<file path="src/design/ansi_pkg.sv">
// Shared types and constants for the terminal escape stripper.
package ansi_pkg;

    localparam int CNT_W              = 10;
    localparam int FIFO_DEPTH_DEFAULT = 4;
    localparam int JOB_BYTES          = 3;

    localparam logic [CNT_W-1:0] MAX_LEN_RESET = 10'd1023;

    localparam logic [7:0] CH_ESC    = 8'h1b;
    localparam logic [7:0] CH_LBRK   = 8'h5b;
    localparam logic [7:0] CH_AT     = 8'h40;
    localparam logic [7:0] CH_TILDE  = 8'h7e;
    localparam logic [7:0] CH_DOLLAR = 8'h24;
    localparam logic [7:0] CH_SPACE  = 8'h20;
    localparam logic [7:0] CH_CR     = 8'h0d;

    typedef enum logic [2:0] {
        MODE_NORMAL,
        MODE_ESC,
        MODE_CSI,
        MODE_TILDE,
        MODE_TDOLL
    } scan_mode_t;

    // Work for the back end from one input byte: up to three candidate
    // bytes in order, then an end marker if the message closed.
    typedef struct packed {
        logic [JOB_BYTES-1:0][7:0] bytes;
        logic [1:0]                nbytes;
        logic                      last;
    } job_t;

endpackage

</file>
<file path="src/design/ansi_stream_if.sv">
// Valid/ready stream interfaces for the input bytes and the results.
interface ansi_in_if;
    logic       valid;
    logic       ready;
    logic [7:0] char_in;
    logic       last_in;

    modport source (output valid, output char_in, output last_in, input ready);
    modport sink   (input valid, input char_in, input last_in, output ready);
endinterface

interface ansi_out_if;
    logic       valid;
    logic       ready;
    logic [7:0] char_out;
    logic       end_marker;
    logic [9:0] out_count;

    modport source (output valid, output char_out, output end_marker, output out_count,
                    input ready);
    modport sink   (input valid, input char_out, input end_marker, input out_count,
                    output ready);
endinterface

</file>
<file path="src/design/ansi_front.sv">
// Front end: scan state machine that turns each input byte into a job.
module ansi_front (
    input  logic           clk,
    input  logic           rst_n,
    ansi_in_if.sink        in_ch,
    input  logic           q_full,
    output logic           q_push,
    output ansi_pkg::job_t q_job
);
    import ansi_pkg::*;

    scan_mode_t mode_reg;
    scan_mode_t mode_next;
    job_t       job;
    logic       accept;

    function automatic job_t add_byte(job_t j, logic [7:0] x);
        job_t r;
        r = j;
        case (j.nbytes)
            2'd0:    r.bytes[0] = x;
            2'd1:    r.bytes[1] = x;
            default: r.bytes[2] = x;
        endcase
        r.nbytes = j.nbytes + 2'd1;
        return r;
    endfunction

    assign in_ch.ready = !q_full;
    assign accept      = in_ch.valid && in_ch.ready;

    always_ff @(posedge clk or negedge rst_n)
    begin
        if (!rst_n)
        begin
            mode_reg <= MODE_NORMAL;
        end
        else if (accept)
        begin
            mode_reg <= mode_next;
        end
    end

    always_comb
    begin
        logic plain;
        plain     = 1'b0;
        mode_next = mode_reg;
        job       = '0;
        job.last  = in_ch.last_in;

        case (mode_reg)
            MODE_ESC:
            begin
                if (in_ch.char_in == CH_LBRK)
                    mode_next = MODE_CSI;
                else
                    plain = 1'b1;
            end
            MODE_CSI:
            begin
                if (in_ch.char_in inside {[CH_AT:CH_TILDE]})
                    mode_next = MODE_NORMAL;
            end
            MODE_TILDE:
            begin
                if (in_ch.char_in == CH_DOLLAR)
                    mode_next = MODE_TDOLL;
                else
                begin
                    job   = add_byte(job, CH_TILDE);
                    plain = 1'b1;
                end
            end
            MODE_TDOLL:
            begin
                mode_next = MODE_NORMAL;
                if (in_ch.char_in != CH_SPACE)
                begin
                    job   = add_byte(job, CH_TILDE);
                    job   = add_byte(job, CH_DOLLAR);
                    plain = 1'b1;
                end
            end
            default:
            begin
                plain = 1'b1;
            end
        endcase

        if (plain)
        begin
            mode_next = MODE_NORMAL;
            if (in_ch.char_in == CH_ESC)
                mode_next = MODE_ESC;
            else if (in_ch.char_in == CH_TILDE)
                mode_next = MODE_TILDE;
            else if (in_ch.char_in != CH_CR)
                job = add_byte(job, in_ch.char_in);
        end

        // Message end: replay any held prompt prefix, drop a pending escape.
        if (in_ch.last_in)
        begin
            if (mode_next == MODE_TILDE)
                job = add_byte(job, CH_TILDE);
            else if (mode_next == MODE_TDOLL)
            begin
                job = add_byte(job, CH_TILDE);
                job = add_byte(job, CH_DOLLAR);
            end
            mode_next = MODE_NORMAL;
        end
    end

    // Drop bytes that produce nothing instead of queueing an empty job.
    assign q_push = accept && ((job.nbytes != 2'd0) || job.last);
    assign q_job  = job;

endmodule

</file>
<file path="src/design/ansi_fifo.sv">
// Short job queue between the front and back ends.
module ansi_fifo #(
    parameter int DEPTH = ansi_pkg::FIFO_DEPTH_DEFAULT
) (
    input  logic           clk,
    input  logic           rst_n,
    input  logic           push,
    input  ansi_pkg::job_t push_job,
    input  logic           pop,
    output ansi_pkg::job_t head_job,
    output logic           empty,
    output logic           full
);
    import ansi_pkg::*;

    localparam int PTR_W = (DEPTH > 1) ? $clog2(DEPTH) : 1;
    localparam int CNT_W_Q = $clog2(DEPTH + 1);

    job_t               mem_reg [DEPTH];
    logic [PTR_W-1:0]   wr_ptr_reg;
    logic [PTR_W-1:0]   rd_ptr_reg;
    logic [CNT_W_Q-1:0] fill_reg;
    logic               do_push;
    logic               do_pop;

    assign empty    = (fill_reg == '0);
    assign full     = (fill_reg == CNT_W_Q'(DEPTH));
    assign do_push  = push && !full;
    assign do_pop   = pop && !empty;
    assign head_job = mem_reg[rd_ptr_reg];

    always_ff @(posedge clk)
    begin
        if (do_push)
            mem_reg[wr_ptr_reg] <= push_job;
    end

    always_ff @(posedge clk or negedge rst_n)
    begin
        if (!rst_n)
        begin
            wr_ptr_reg <= '0;
            rd_ptr_reg <= '0;
            fill_reg   <= '0;
        end
        else
        begin
            if (do_push)
                wr_ptr_reg <= (wr_ptr_reg == PTR_W'(DEPTH - 1)) ? '0 : wr_ptr_reg + 1'b1;
            if (do_pop)
                rd_ptr_reg <= (rd_ptr_reg == PTR_W'(DEPTH - 1)) ? '0 : rd_ptr_reg + 1'b1;
            if (do_push && !do_pop)
                fill_reg <= fill_reg + 1'b1;
            else if (do_pop && !do_push)
                fill_reg <= fill_reg - 1'b1;
        end
    end

endmodule

</file>
<file path="src/design/ansi_back.sv">
// Back end: walks each job, applies the length limit and drives results.
module ansi_back (
    input  logic                     clk,
    input  logic                     rst_n,
    input  logic [ansi_pkg::CNT_W-1:0] max_len,
    input  ansi_pkg::job_t           job,
    input  logic                     q_empty,
    output logic                     q_pop,
    ansi_out_if.source               out_ch
);
    import ansi_pkg::*;

    logic [1:0]       pos_reg;
    logic [CNT_W-1:0] count_reg;
    logic             out_valid_reg;
    logic [7:0]       char_reg;
    logic             end_reg;
    logic [CNT_W-1:0] out_count_reg;

    logic             step;
    logic             is_byte;
    logic             last_slot;
    logic             keep;
    logic [7:0]       cur_byte;
    logic [CNT_W-1:0] count_inc;

    assign is_byte   = pos_reg < job.nbytes;
    assign last_slot = is_byte ? (!job.last && (pos_reg == job.nbytes - 2'd1)) : 1'b1;
    assign step      = !q_empty && (!out_valid_reg || out_ch.ready);
    assign keep      = count_reg < max_len;
    assign count_inc = count_reg + 1'b1;
    assign q_pop     = step && last_slot;

    always_comb
    begin
        case (pos_reg)
            2'd0:    cur_byte = job.bytes[0];
            2'd1:    cur_byte = job.bytes[1];
            default: cur_byte = job.bytes[2];
        endcase
    end

    always_ff @(posedge clk or negedge rst_n)
    begin
        if (!rst_n)
        begin
            pos_reg       <= '0;
            count_reg     <= '0;
            out_valid_reg <= 1'b0;
        end
        else
        begin
            if (step)
                pos_reg <= last_slot ? 2'd0 : pos_reg + 2'd1;
            // Load a new result, or drop the old one once it has been taken.
            if (step && (!is_byte || keep))
                out_valid_reg <= 1'b1;
            else if (out_ch.ready)
                out_valid_reg <= 1'b0;
            if (step && !is_byte)
                count_reg <= '0;
            else if (step && keep)
                count_reg <= count_inc;
        end
    end

    // Result payload: load with each emitted result.
    always_ff @(posedge clk)
    begin
        if (step && (!is_byte || keep))
        begin
            char_reg      <= is_byte ? cur_byte : 8'd0;
            end_reg       <= !is_byte;
            out_count_reg <= is_byte ? count_inc : count_reg;
        end
    end

    assign out_ch.valid      = out_valid_reg;
    assign out_ch.char_out   = char_reg;
    assign out_ch.end_marker = end_reg;
    assign out_ch.out_count  = out_count_reg;

endmodule

</file>
<file path="src/design/ansi_escape_stripper.sv">
// Top level of the terminal escape stripper: front end, job queue, back end.
//
//   port      | dir | transfer when        | carries
//   ----------+-----+----------------------+-------------------------------------
//   in_ch     | in  | valid && ready       | char_in[7:0], last_in
//   out_ch    | out | valid && ready       | char_out[7:0], end_marker, out_count[9:0]
//   cfg_we    | in  | cfg_we high          | cfg_data[9:0] -> max_length
//
// The front end takes one byte per cycle while the job queue (FIFO_DEPTH entries)
// has room. The back end walks the candidate results of a job in order: each kept or
// limit-dropped byte, then the end marker, so a job holds 1 to 4 candidates.
// Results leave through a single output register; a stalled output holds the back
// end while the front keeps filling the queue. Reset returns the scanner to normal
// mode, clears the count and the queue, and sets max_length to 1023.
module ansi_escape_stripper #(
    parameter int FIFO_DEPTH = ansi_pkg::FIFO_DEPTH_DEFAULT
) (
    input  logic                       clk,
    input  logic                       rst_n,
    ansi_in_if.sink                    in_ch,
    ansi_out_if.source                 out_ch,
    input  logic                       cfg_we,
    input  logic [ansi_pkg::CNT_W-1:0] cfg_data
);
    import ansi_pkg::*;

    logic [CNT_W-1:0] max_len_reg;
    logic             q_push;
    logic             q_pop;
    logic             q_empty;
    logic             q_full;
    job_t             push_job;
    job_t             head_job;

    always_ff @(posedge clk or negedge rst_n)
    begin
        if (!rst_n)
            max_len_reg <= MAX_LEN_RESET;
        else if (cfg_we)
            max_len_reg <= cfg_data;
    end

    ansi_front u_front (
        .clk    (clk),
        .rst_n  (rst_n),
        .in_ch  (in_ch),
        .q_full (q_full),
        .q_push (q_push),
        .q_job  (push_job)
    );

    ansi_fifo #(
        .DEPTH (FIFO_DEPTH)
    ) u_fifo (
        .clk      (clk),
        .rst_n    (rst_n),
        .push     (q_push),
        .push_job (push_job),
        .pop      (q_pop),
        .head_job (head_job),
        .empty    (q_empty),
        .full     (q_full)
    );

    ansi_back u_back (
        .clk     (clk),
        .rst_n   (rst_n),
        .max_len (max_len_reg),
        .job     (head_job),
        .q_empty (q_empty),
        .q_pop   (q_pop),
        .out_ch  (out_ch)
    );

`ifndef SYNTH
    // A kept byte never pushes the count past the limit and never reports zero.
    a_byte_count_bound: assert property (@(posedge clk) disable iff (!rst_n)
        (out_ch.valid && !out_ch.end_marker) |->
            (out_ch.out_count != '0 && out_ch.out_count <= max_len_reg))
        else $error("byte result count outside 1..max_length");

    // Consecutive byte results of one message count up by exactly one.
    a_count_step: assert property (@(posedge clk) disable iff (!rst_n)
        (out_ch.valid && out_ch.ready && !out_ch.end_marker) |=>
            (!out_ch.valid || out_ch.end_marker ||
             out_ch.out_count == $past(out_ch.out_count) + 10'd1))
        else $error("byte count did not advance by one");

    // The end marker carries no byte.
    a_marker_empty: assert property (@(posedge clk) disable iff (!rst_n)
        (out_ch.valid && out_ch.end_marker) |-> (out_ch.char_out == 8'd0))
        else $error("end marker carries a byte");
`endif

endmodule

</file>
<file path="src/flat_wrapper.sv">
// flat-port wrapper written by rule: the top's interface ports become plain ports
module ansi_escape_stripper_flat import ansi_pkg::*;
#(
    parameter int FIFO_DEPTH = ansi_pkg::FIFO_DEPTH_DEFAULT
)
  (clk, rst_n, cfg_we, cfg_data, in_ch_valid, in_ch_char_in, in_ch_last_in, in_ch_ready, out_ch_valid, out_ch_char_out, out_ch_end_marker, out_ch_out_count, out_ch_ready);
  ansi_in_if in_ch_i ();
  ansi_out_if out_ch_i ();
  input  logic clk;
  input  logic rst_n;
  input  logic cfg_we;
  input  logic [ansi_pkg::CNT_W-1:0] cfg_data;
  input wire logic [$bits(in_ch_i.valid)-1:0] in_ch_valid;
  input wire logic [$bits(in_ch_i.char_in)-1:0] in_ch_char_in;
  input wire logic [$bits(in_ch_i.last_in)-1:0] in_ch_last_in;
  output wire logic [$bits(in_ch_i.ready)-1:0] in_ch_ready;
  output wire logic [$bits(out_ch_i.valid)-1:0] out_ch_valid;
  output wire logic [$bits(out_ch_i.char_out)-1:0] out_ch_char_out;
  output wire logic [$bits(out_ch_i.end_marker)-1:0] out_ch_end_marker;
  output wire logic [$bits(out_ch_i.out_count)-1:0] out_ch_out_count;
  input wire logic [$bits(out_ch_i.ready)-1:0] out_ch_ready;
  assign in_ch_i.valid = in_ch_valid;
  assign in_ch_i.char_in = in_ch_char_in;
  assign in_ch_i.last_in = in_ch_last_in;
  assign in_ch_ready = in_ch_i.ready;
  assign out_ch_valid = out_ch_i.valid;
  assign out_ch_char_out = out_ch_i.char_out;
  assign out_ch_end_marker = out_ch_i.end_marker;
  assign out_ch_out_count = out_ch_i.out_count;
  assign out_ch_i.ready = out_ch_ready;
  ansi_escape_stripper #(.FIFO_DEPTH(FIFO_DEPTH)) u_core (.clk(clk), .rst_n(rst_n), .in_ch(in_ch_i), .out_ch(out_ch_i), .cfg_we(cfg_we), .cfg_data(cfg_data));
endmodule
</file>
<file path="config.mk">
export PLATFORM = sky130hd
export DESIGN_NAME = ansi_escape_stripper_flat
export DESIGN_NICKNAME = d
export VERILOG_FILES = /design/src/design/ansi_pkg.sv /design/src/design/ansi_stream_if.sv /design/src/design/ansi_front.sv /design/src/design/ansi_fifo.sv /design/src/design/ansi_back.sv /design/src/design/ansi_escape_stripper.sv /design/src/flat_wrapper.sv
export SDC_FILE = /design/constraint.sdc
export NUM_CORES = 1
export LEC_CHECK = 0
export BUFFER_PORTS_ARGS = -buffer_cell sky130_fd_sc_hd__buf_4
export CAP_MARGIN = 20
export CORE_UTILIZATION = 60
export DETAILED_ROUTE_END_ITERATION = 8
export PLACE_DENSITY = 0.79
export SETUP_SLACK_MARGIN = 0.05
export SLEW_MARGIN = 15
export SYNTH_ARGS = -nofsm -noshare
export SYNTH_HDL_FRONTEND = slang
export SYNTH_SLANG_ARGS = --single-unit
</file>
<file path="constraint.sdc">
create_clock -name clk -period 5.35 [get_ports clk]
set_input_delay 0.535 -clock clk [delete_from_list [all_inputs] [get_ports clk]]
set_output_delay 0.535 -clock clk [all_outputs]
set_load 0.005 [all_outputs]
</file>
==> flow_summary.json, run 1 <==
{
  "cts.clk_slew.worst_paths_ns": 0.06,
  "irDropWorstVdd_mv": 0.284,
  "routedWlPerCell_um": 20.6,
  "routed_via_density": 6.09,
  "async_flop_share_pct": 20.6,
  "hold_path.class": "input pin to asynchronous set/reset pin",
  "crit_fanout": 30,
  "cts_max_level": 4,
  "timing.rr.start": "u_core.u_fifo.rd_ptr_reg[0]",
  "leakagePower_nw": 3.28,
  "syn-cell-area_sq_um": 7470,
  "final_max_slew_viol_count": 0,
  "grt_usage_pct": 26.5,
  "layout-drive-gt1-share_pct": 23.9,
  "cts_setup_buffers": 0,
  "grt_pass1_wl_mm": 25.0,
  "ys_types": 66,
  "die_w_um": 114,
  "numCtsBuffers": 17,
  "fin_tns_setup_ns": 0,
  "pin_count": 45,
  "drc": 0,
  "cts-root-buf": "clkbuf_16",
  "final_cell_mix": "127 x edfxtp_1, 54 x buf_4, 49 x nand2_1",
  "setup_violations": 0,
  "worstPathArrival_ns": 3.56,
  "grt_max_degree": 34,
  "cts_hold_buffers": 0,
  "layout.nets": 632,
  "synth-seq-cells": 160,
  "largest_reg_flops": 108,
  "syn_inst": 530,
  "worst_pin_slew_ns": 0.834,
  "setup_ws_ns": 1.84,
  "clock_latency_ns": 0.42,
  "die_h_um": 114,
  "rsz0062_at_grt": "false",
  "max_slew_margin_pct": 44.2,
  "area_growth_pct": 14.6,
  "postRouteAntennaNets": 0,
  "core-area_sq_um": 12100,
  "fillerInstances": 789,
  "fmax_ghz": 0.285,
  "final_common_cell": "edfxtp_1",
  "finClkSkew_ns": 0.00806,
  "std_cell_rows": 40,
  "insertedDiodeCount": 0,
  "final_area_sq_um": 8560,
  "finalHoldViolCount": 0,
  "gp_congestion": 0.864,
  "dieArea_sq_um": 12900,
  "syn_avg_cell_area_sq_um": 14.1,
  "clkSinkCount": 160,
  "status": "completed",
  "fin_crit_sh_pct": 65.6,
  "worstSetupPathType": "register to register",
  "vias": 4650,
  "yosysWarnings": 0,
  "dr.first_iter.drc_count": 448,
  "synth_seq_area_share_pct": 62.3,
  "crit_path_start_kind": "register",
  "ys.flop_type": "edfxtp_1",
  "cts_tree": "yes",
  "grt_pass1_vias": 4633,
  "cp-end-kind": "register",
  "fin_crit_ns": 3.51,
  "place_area_sq_um": 7990,
  "grt_antenna_before_repair": 0,
  "p_per_area_nw_per_um2": 520,
  "reg2reg_to": "u_core.u_back.out_ch.char_out[0]",
  "synth-edff-count": 127,
  "cap_violations": 0,
  "dp_hpwl_mm": 10.0,
  "post-place-ws_ns": 1.87,
  "worstPathRequired_ns": 5.40,
  "power_mw": 4.45,
  "start_util_pct": 61.9,
  "reg2reg_depth": 9,
  "cts_resized": 0,
  "r2r_slack_ns": 1.84,
  "portBuffers": 44,
  "hold_ws_ns": 0.0609,
  "syn_nets": 580,
  "wl_mm": 15.7,
  "grt.overflow.total": 0,
  "clk_path_buf_depth": 2,
  "dr.pass1.iters": 5
}
metal layers:
layer	global-route usage [%]	wire, um
met1	36.2	6690
met2	42.0	7640
met3	5.63	1060
met4	10.8	313
met5	0	0
logic make-up (layout without fill, tap and decap cells):
| kind of cell | Yosys count | after routing | share of synthesized area (%) |
|---|---|---|---|
| buffers and inverters | 51 | 116 | 2.73 |
| XOR/XNOR | 14 | 14 | 1.64 |
| AND/OR/NAND/NOR | 136 | 136 | 9.35 |
| multiplexers | 36 | 36 | 9.45 |
| adder cells (fa/ha/maj) | 26 | 26 | 4.46 |
| AO/OA/AOI/OAI | 107 | 107 | 10.1 |
| flip-flops | 160 | 160 | 62.3 |
synth_stat cells, drive strengths merged (3+ instances only):
master  number  share of area, %
nand3b       3              0.30
clkbuf      10              0.50
nand2b       3              0.25
nor4         7              0.87
inv         30               1.5
mux4        27               8.1
edfxtp     127                51
xor2         7              0.82
nand3       13              0.87
o31ai        5              0.57
nand2       49               2.5
dfrtp       23               7.7
buf         11              0.72
or4          3              0.30
nand4        3              0.25
o21ai       31               2.1
dfstp       10               3.5
nor2        23               1.2
and2        10              0.84
a21o        11               1.1
ha          25               4.2
and3         3              0.25
nor3         9              0.67
mux2         6              0.90
o211ai       8              0.80
a31oi        5              0.42
o21a         4              0.40
mux2i        3              0.40
o31a         3              0.35
a21oi       16               1.1
xnor2        7              0.82
a22oi        8              0.80
metrics by stage:
stage,utilization (%),std cells
after global placement,66.3,731
final,71.0,763
after floorplan,-,530
after global routing,71.0,763
after CTS,71.0,763
after detailed placement,66.3,731
worst max-delay path, stage by stage (launching register included):
cell      delay [ns]
dfrtp_2         0.34
buf_4           0.47
mux4_2          0.62
inv_1           0.09
ha_1            0.23
a21oi_1         0.21
buf_4           0.24
inv_1           0.07
a21boi_0        0.40
inv_1           0.47
area by class of cell:
class	instances	area, sq um	share of cell area, %
inverters	30	113	1.32
clock inverters	15	139	1.62
flip-flops and latches	160	4650	54.4
well taps	168	210	2.46
repair buffers	54	405	4.74
multi-input cells	319	2610	30.5
clock buffers	17	425	4.97
power by group:
part	switching (mW)	internal (mW)	total, mW
sequential	0.138	1.73	1.87
combinational	0.807	0.629	1.44
clock	0.503	0.642	1.14
total	1.45	3.00	4.45
worst max path at each step:
stage                     slack (ns)                   startpoint  cells past startpoint                          endpoint
after CTS                       1.85  u_core.u_fifo.rd_ptr_reg[0]                      9  u_core.u_back.out_ch.char_out[0]
final                           1.84  u_core.u_fifo.rd_ptr_reg[0]                      9  u_core.u_back.out_ch.char_out[0]
after floorplan                 2.25  u_core.u_fifo.rd_ptr_reg[0]                     13         u_core.u_fifo.fill_reg[2]
after detailed placement        1.87             in_ch_char_in[1]                     11       u_core.u_fifo.mem_reg[2][2]
after global routing            1.53  u_core.u_fifo.rd_ptr_reg[0]                      9  u_core.u_back.out_ch.char_out[1]
after global placement          1.98             in_ch_char_in[1]                     11       u_core.u_fifo.mem_reg[0][2]
No activity file was read; power rests on OpenSTA's default activity.
==> run 2: changes to the inputs <==
--- a/config.mk
+++ b/config.mk
@@ -7,9 +7,9 @@
 export LEC_CHECK = 0
 export BUFFER_PORTS_ARGS = -buffer_cell sky130_fd_sc_hd__buf_4
 export CAP_MARGIN = 20
-export CORE_UTILIZATION = 60
+export CORE_UTILIZATION = 55
 export DETAILED_ROUTE_END_ITERATION = 8
-export PLACE_DENSITY = 0.79
+export PLACE_DENSITY = 0.76
 export SETUP_SLACK_MARGIN = 0.05
 export SLEW_MARGIN = 15
 export SYNTH_ARGS = -nofsm -noshare
==> constraint.sdc (replaced) <==
create_clock -name clk -period 3.1 [get_ports clk]
set_input_delay 0.31 -clock clk [delete_from_list [all_inputs] [get_ports clk]]
set_output_delay 0.31 -clock clk [all_outputs]
set_load 0.005 [all_outputs]
==> run 2 against run 1 <==
  * Register-to-register slack worse by 1.7 ns
  * Highest routed layer unchanged
  * Routed wire length down 1.5%
  * Non-clock buffer count is 21 higher
  * Critical path type unchanged
  * Hold slack better by 0.047 ns
  * Largest cell class unchanged
  * Die area rose by 8.9%
  * Sequential power up 73%
  * Cell area is 3.4% higher
  * Combinational power grew 81%
  * Largest power group unchanged
  * Sequential share of layout area fell by 1.8 points
  * Clock power increased by 85%
  * Flip-flop and latch count is the same
==> flow_summary.json, run 2 (same netlist as run 1, synthesis figures left out) <==
{
  "grt_max_degree": 34,
  "cap_violations": 0,
  "worstPathRequired_ns": 3.35,
  "cts_tree": "yes",
  "cts-root-buf": "clkbuf_16",
  "grt_pass1_vias": 4881,
  "path_common_cell": "ha_1",
  "hold_ws_ns": 0.108,
  "worstPathCellList": "or3b_4, a41oi_4, inv_2, ha_1, o21ai_0, ha_1, buf_4, a2111oi_4, a21o_1",
  "dp_cells": 751,
  "final_core_util_pct": 66.8,
  "r2r_slack_ns": 0.13,
  "register_area_sq_um": 4650,
  "startpoint": "u_core.u_front.mode_reg[0]",
  "rsz0062_at_grt": "false",
  "worstPathArrival_ns": 3.22,
  "slowest_delay_ns": 0.43,
  "largest_reg_flops": 108,
  "postRouteAntennaNets": 0,
  "die_h_um": 119,
  "cts_max_level": 4,
  "dr.pass1.iters": 5,
  "core-area_sq_um": 13200,
  "routed_via_density": 6.08,
  "clk_path_buf_depth": 2,
  "dieArea_sq_um": 14000,
  "crit_path_start_kind": "register",
  "p_per_area_nw_per_um2": 897,
  "area_growth_pct": 18.5,
  "finClkSkew_ns": 0.0140,
  "crit_slowest_cell": "or3b_4",
  "cp-end-kind": "register",
  "reg2reg_depth": 9,
  "start_util_pct": 56.4,
  "final_cell_mix": "127 x edfxtp_1, 70 x buf_4, 48 x nand2_1",
  "irDropWorstVdd_mv": 0.657,
  "dp_hpwl_mm": 10.1,
  "timing.rr.start": "u_core.u_front.mode_reg[0]",
  "fmax_ghz": 0.336,
  "grt_antenna_before_repair": 0,
  "clock_latency_ns": 0.42,
  "setup_violations": 0,
  "routedWlPerCell_um": 19.5,
  "insertedDiodeCount": 0,
  "dr.first_iter.drc_count": 428,
  "wl_mm": 15.5,
  "worstSetupPathType": "register to register",
  "final_cell_count_no_fill": 792,
  "leakagePower_nw": 3.44,
  "grt.overflow.total": 0,
  "numCtsBuffers": 17,
  "fin_crit_sh_pct": 95.9,
  "layout-drive-gt1-share_pct": 26.6,
  "portBuffers": 44,
  "fin_crit_ns": 2.97,
  "drc": 0,
  "reg2reg_to": "u_core.u_fifo.mem_reg[3][25]",
  "final_max_slew_viol_count": 0,
  "grt_usage_pct": 23.9,
  "clkSinkCount": 160,
  "setup_ws_ns": 0.127,
  "crit_fanout": 4,
  "pin_count": 45,
  "grt_pass1_wl_mm": 25.2,
  "std_cell_rows": 42,
  "timing.critical_path.to": "u_core.u_fifo.mem_reg[3][25]",
  "post-place-ws_ns": 0.0770,
  "cts.clk_slew.worst_paths_ns": 0.06,
  "worst_pin_slew_ns": 0.714,
  "gp_congestion": 0.882,
  "fin_tns_setup_ns": 0,
  "hold_path.class": "input pin to register",
  "multi_input_area_sq_um": 2640,
  "final_common_cell": "edfxtp_1",
  "layout.nets": 653,
  "die_w_um": 119,
  "status": "completed",
  "fillerInstances": 943,
  "vias": 4816,
  "max_slew_margin_pct": 52.4,
  "finalHoldViolCount": 0
}
-- run 2: changes by cell type in the layout (fill, tap and decap cells not counted), sizes merged --
| cell | change |
|---|---|
| inv | -2 |
| buf | +20 |
| dlygate4sd3 | +1 |
| clkinvlp | -8 |
| clkbuf | +2 |
| clkinv | +5 |
| bufinv | +3 |
-- run 2: worst min path at each step --
| stage | from | end | cells after the start |
|---|---|---|---|
| after global placement | rst_n | u_core.u_back.count_reg[9] | 1 |
| after CTS | cfg_data[9] | u_core.max_len_reg[9] | 3 |
| after global routing | cfg_data[9] | u_core.max_len_reg[9] | 3 |
| after floorplan | rst_n | u_core.u_back.count_reg[0] | 0 |
| after detailed placement | rst_n | u_core.u_back.count_reg[9] | 1 |
| final | cfg_data[9] | u_core.max_len_reg[9] | 3 |
-- run 2: worst max-delay path: cells and delay by family, from the launching register on --
family	cells	cell delay, ns
fa+ha+maj	2	0.61
simple gates	1	0.43
compound gates	4	1.13
flops	1	0.41
buf+inv	2	0.23
-- run 2: where the power goes --
part | internal, mW | switching [mW] | total [mW]
Clock | 1.33 | 0.775 | 2.11
Combinational | 1.19 | 1.41 | 2.60
Sequential | 2.98 | 0.245 | 3.23
Total | 5.50 | 2.43 | 7.94
-- run 2: area by class of cell --
cell class,count,share of cell area (%)
tap,176,2.49
sequential,160,52.6
clock buffer,19,4.89
clock inverter,13,1.91
multi-input combinational,319,29.9
timing repair buffer,75,6.96
inverter,30,1.27
-- run 2: what timing repair did --
| action | in CTS | in global routing |
|---|---|---|
| hold buffers | 1 | 0 |
| endpoints found under the hold margin | 23 | 0 |
| pin swaps | 2 | 5 |
| gates resized for setup | 1 | 6 |
| setup buffers | 2 | 6 |
| setup endpoints to repair | 13 | 22 |
-- run 2: per-layer routing --
metal  vias up  global-route usage (%)  share of wire (%)
met2       222                    37.6                 49
met3        26                    6.23                7.4
met4         0                    9.02                1.8
li1       2174                       -                  -
met1      2394                    32.0                 42
met5         -                       0                  0
-- run 2: per-stage QoR --
stage | instance area [sq um] | total power, mW
6_report | 8850 | 7.94
5_1_grt | 8850 | 8.35
4_1_cts | 8780 | 7.94
3_5_place_dp | 8150 | 5.80
2_1_floorplan | 7470 | 4.87
3_3_place_gp | 8150 | 5.68
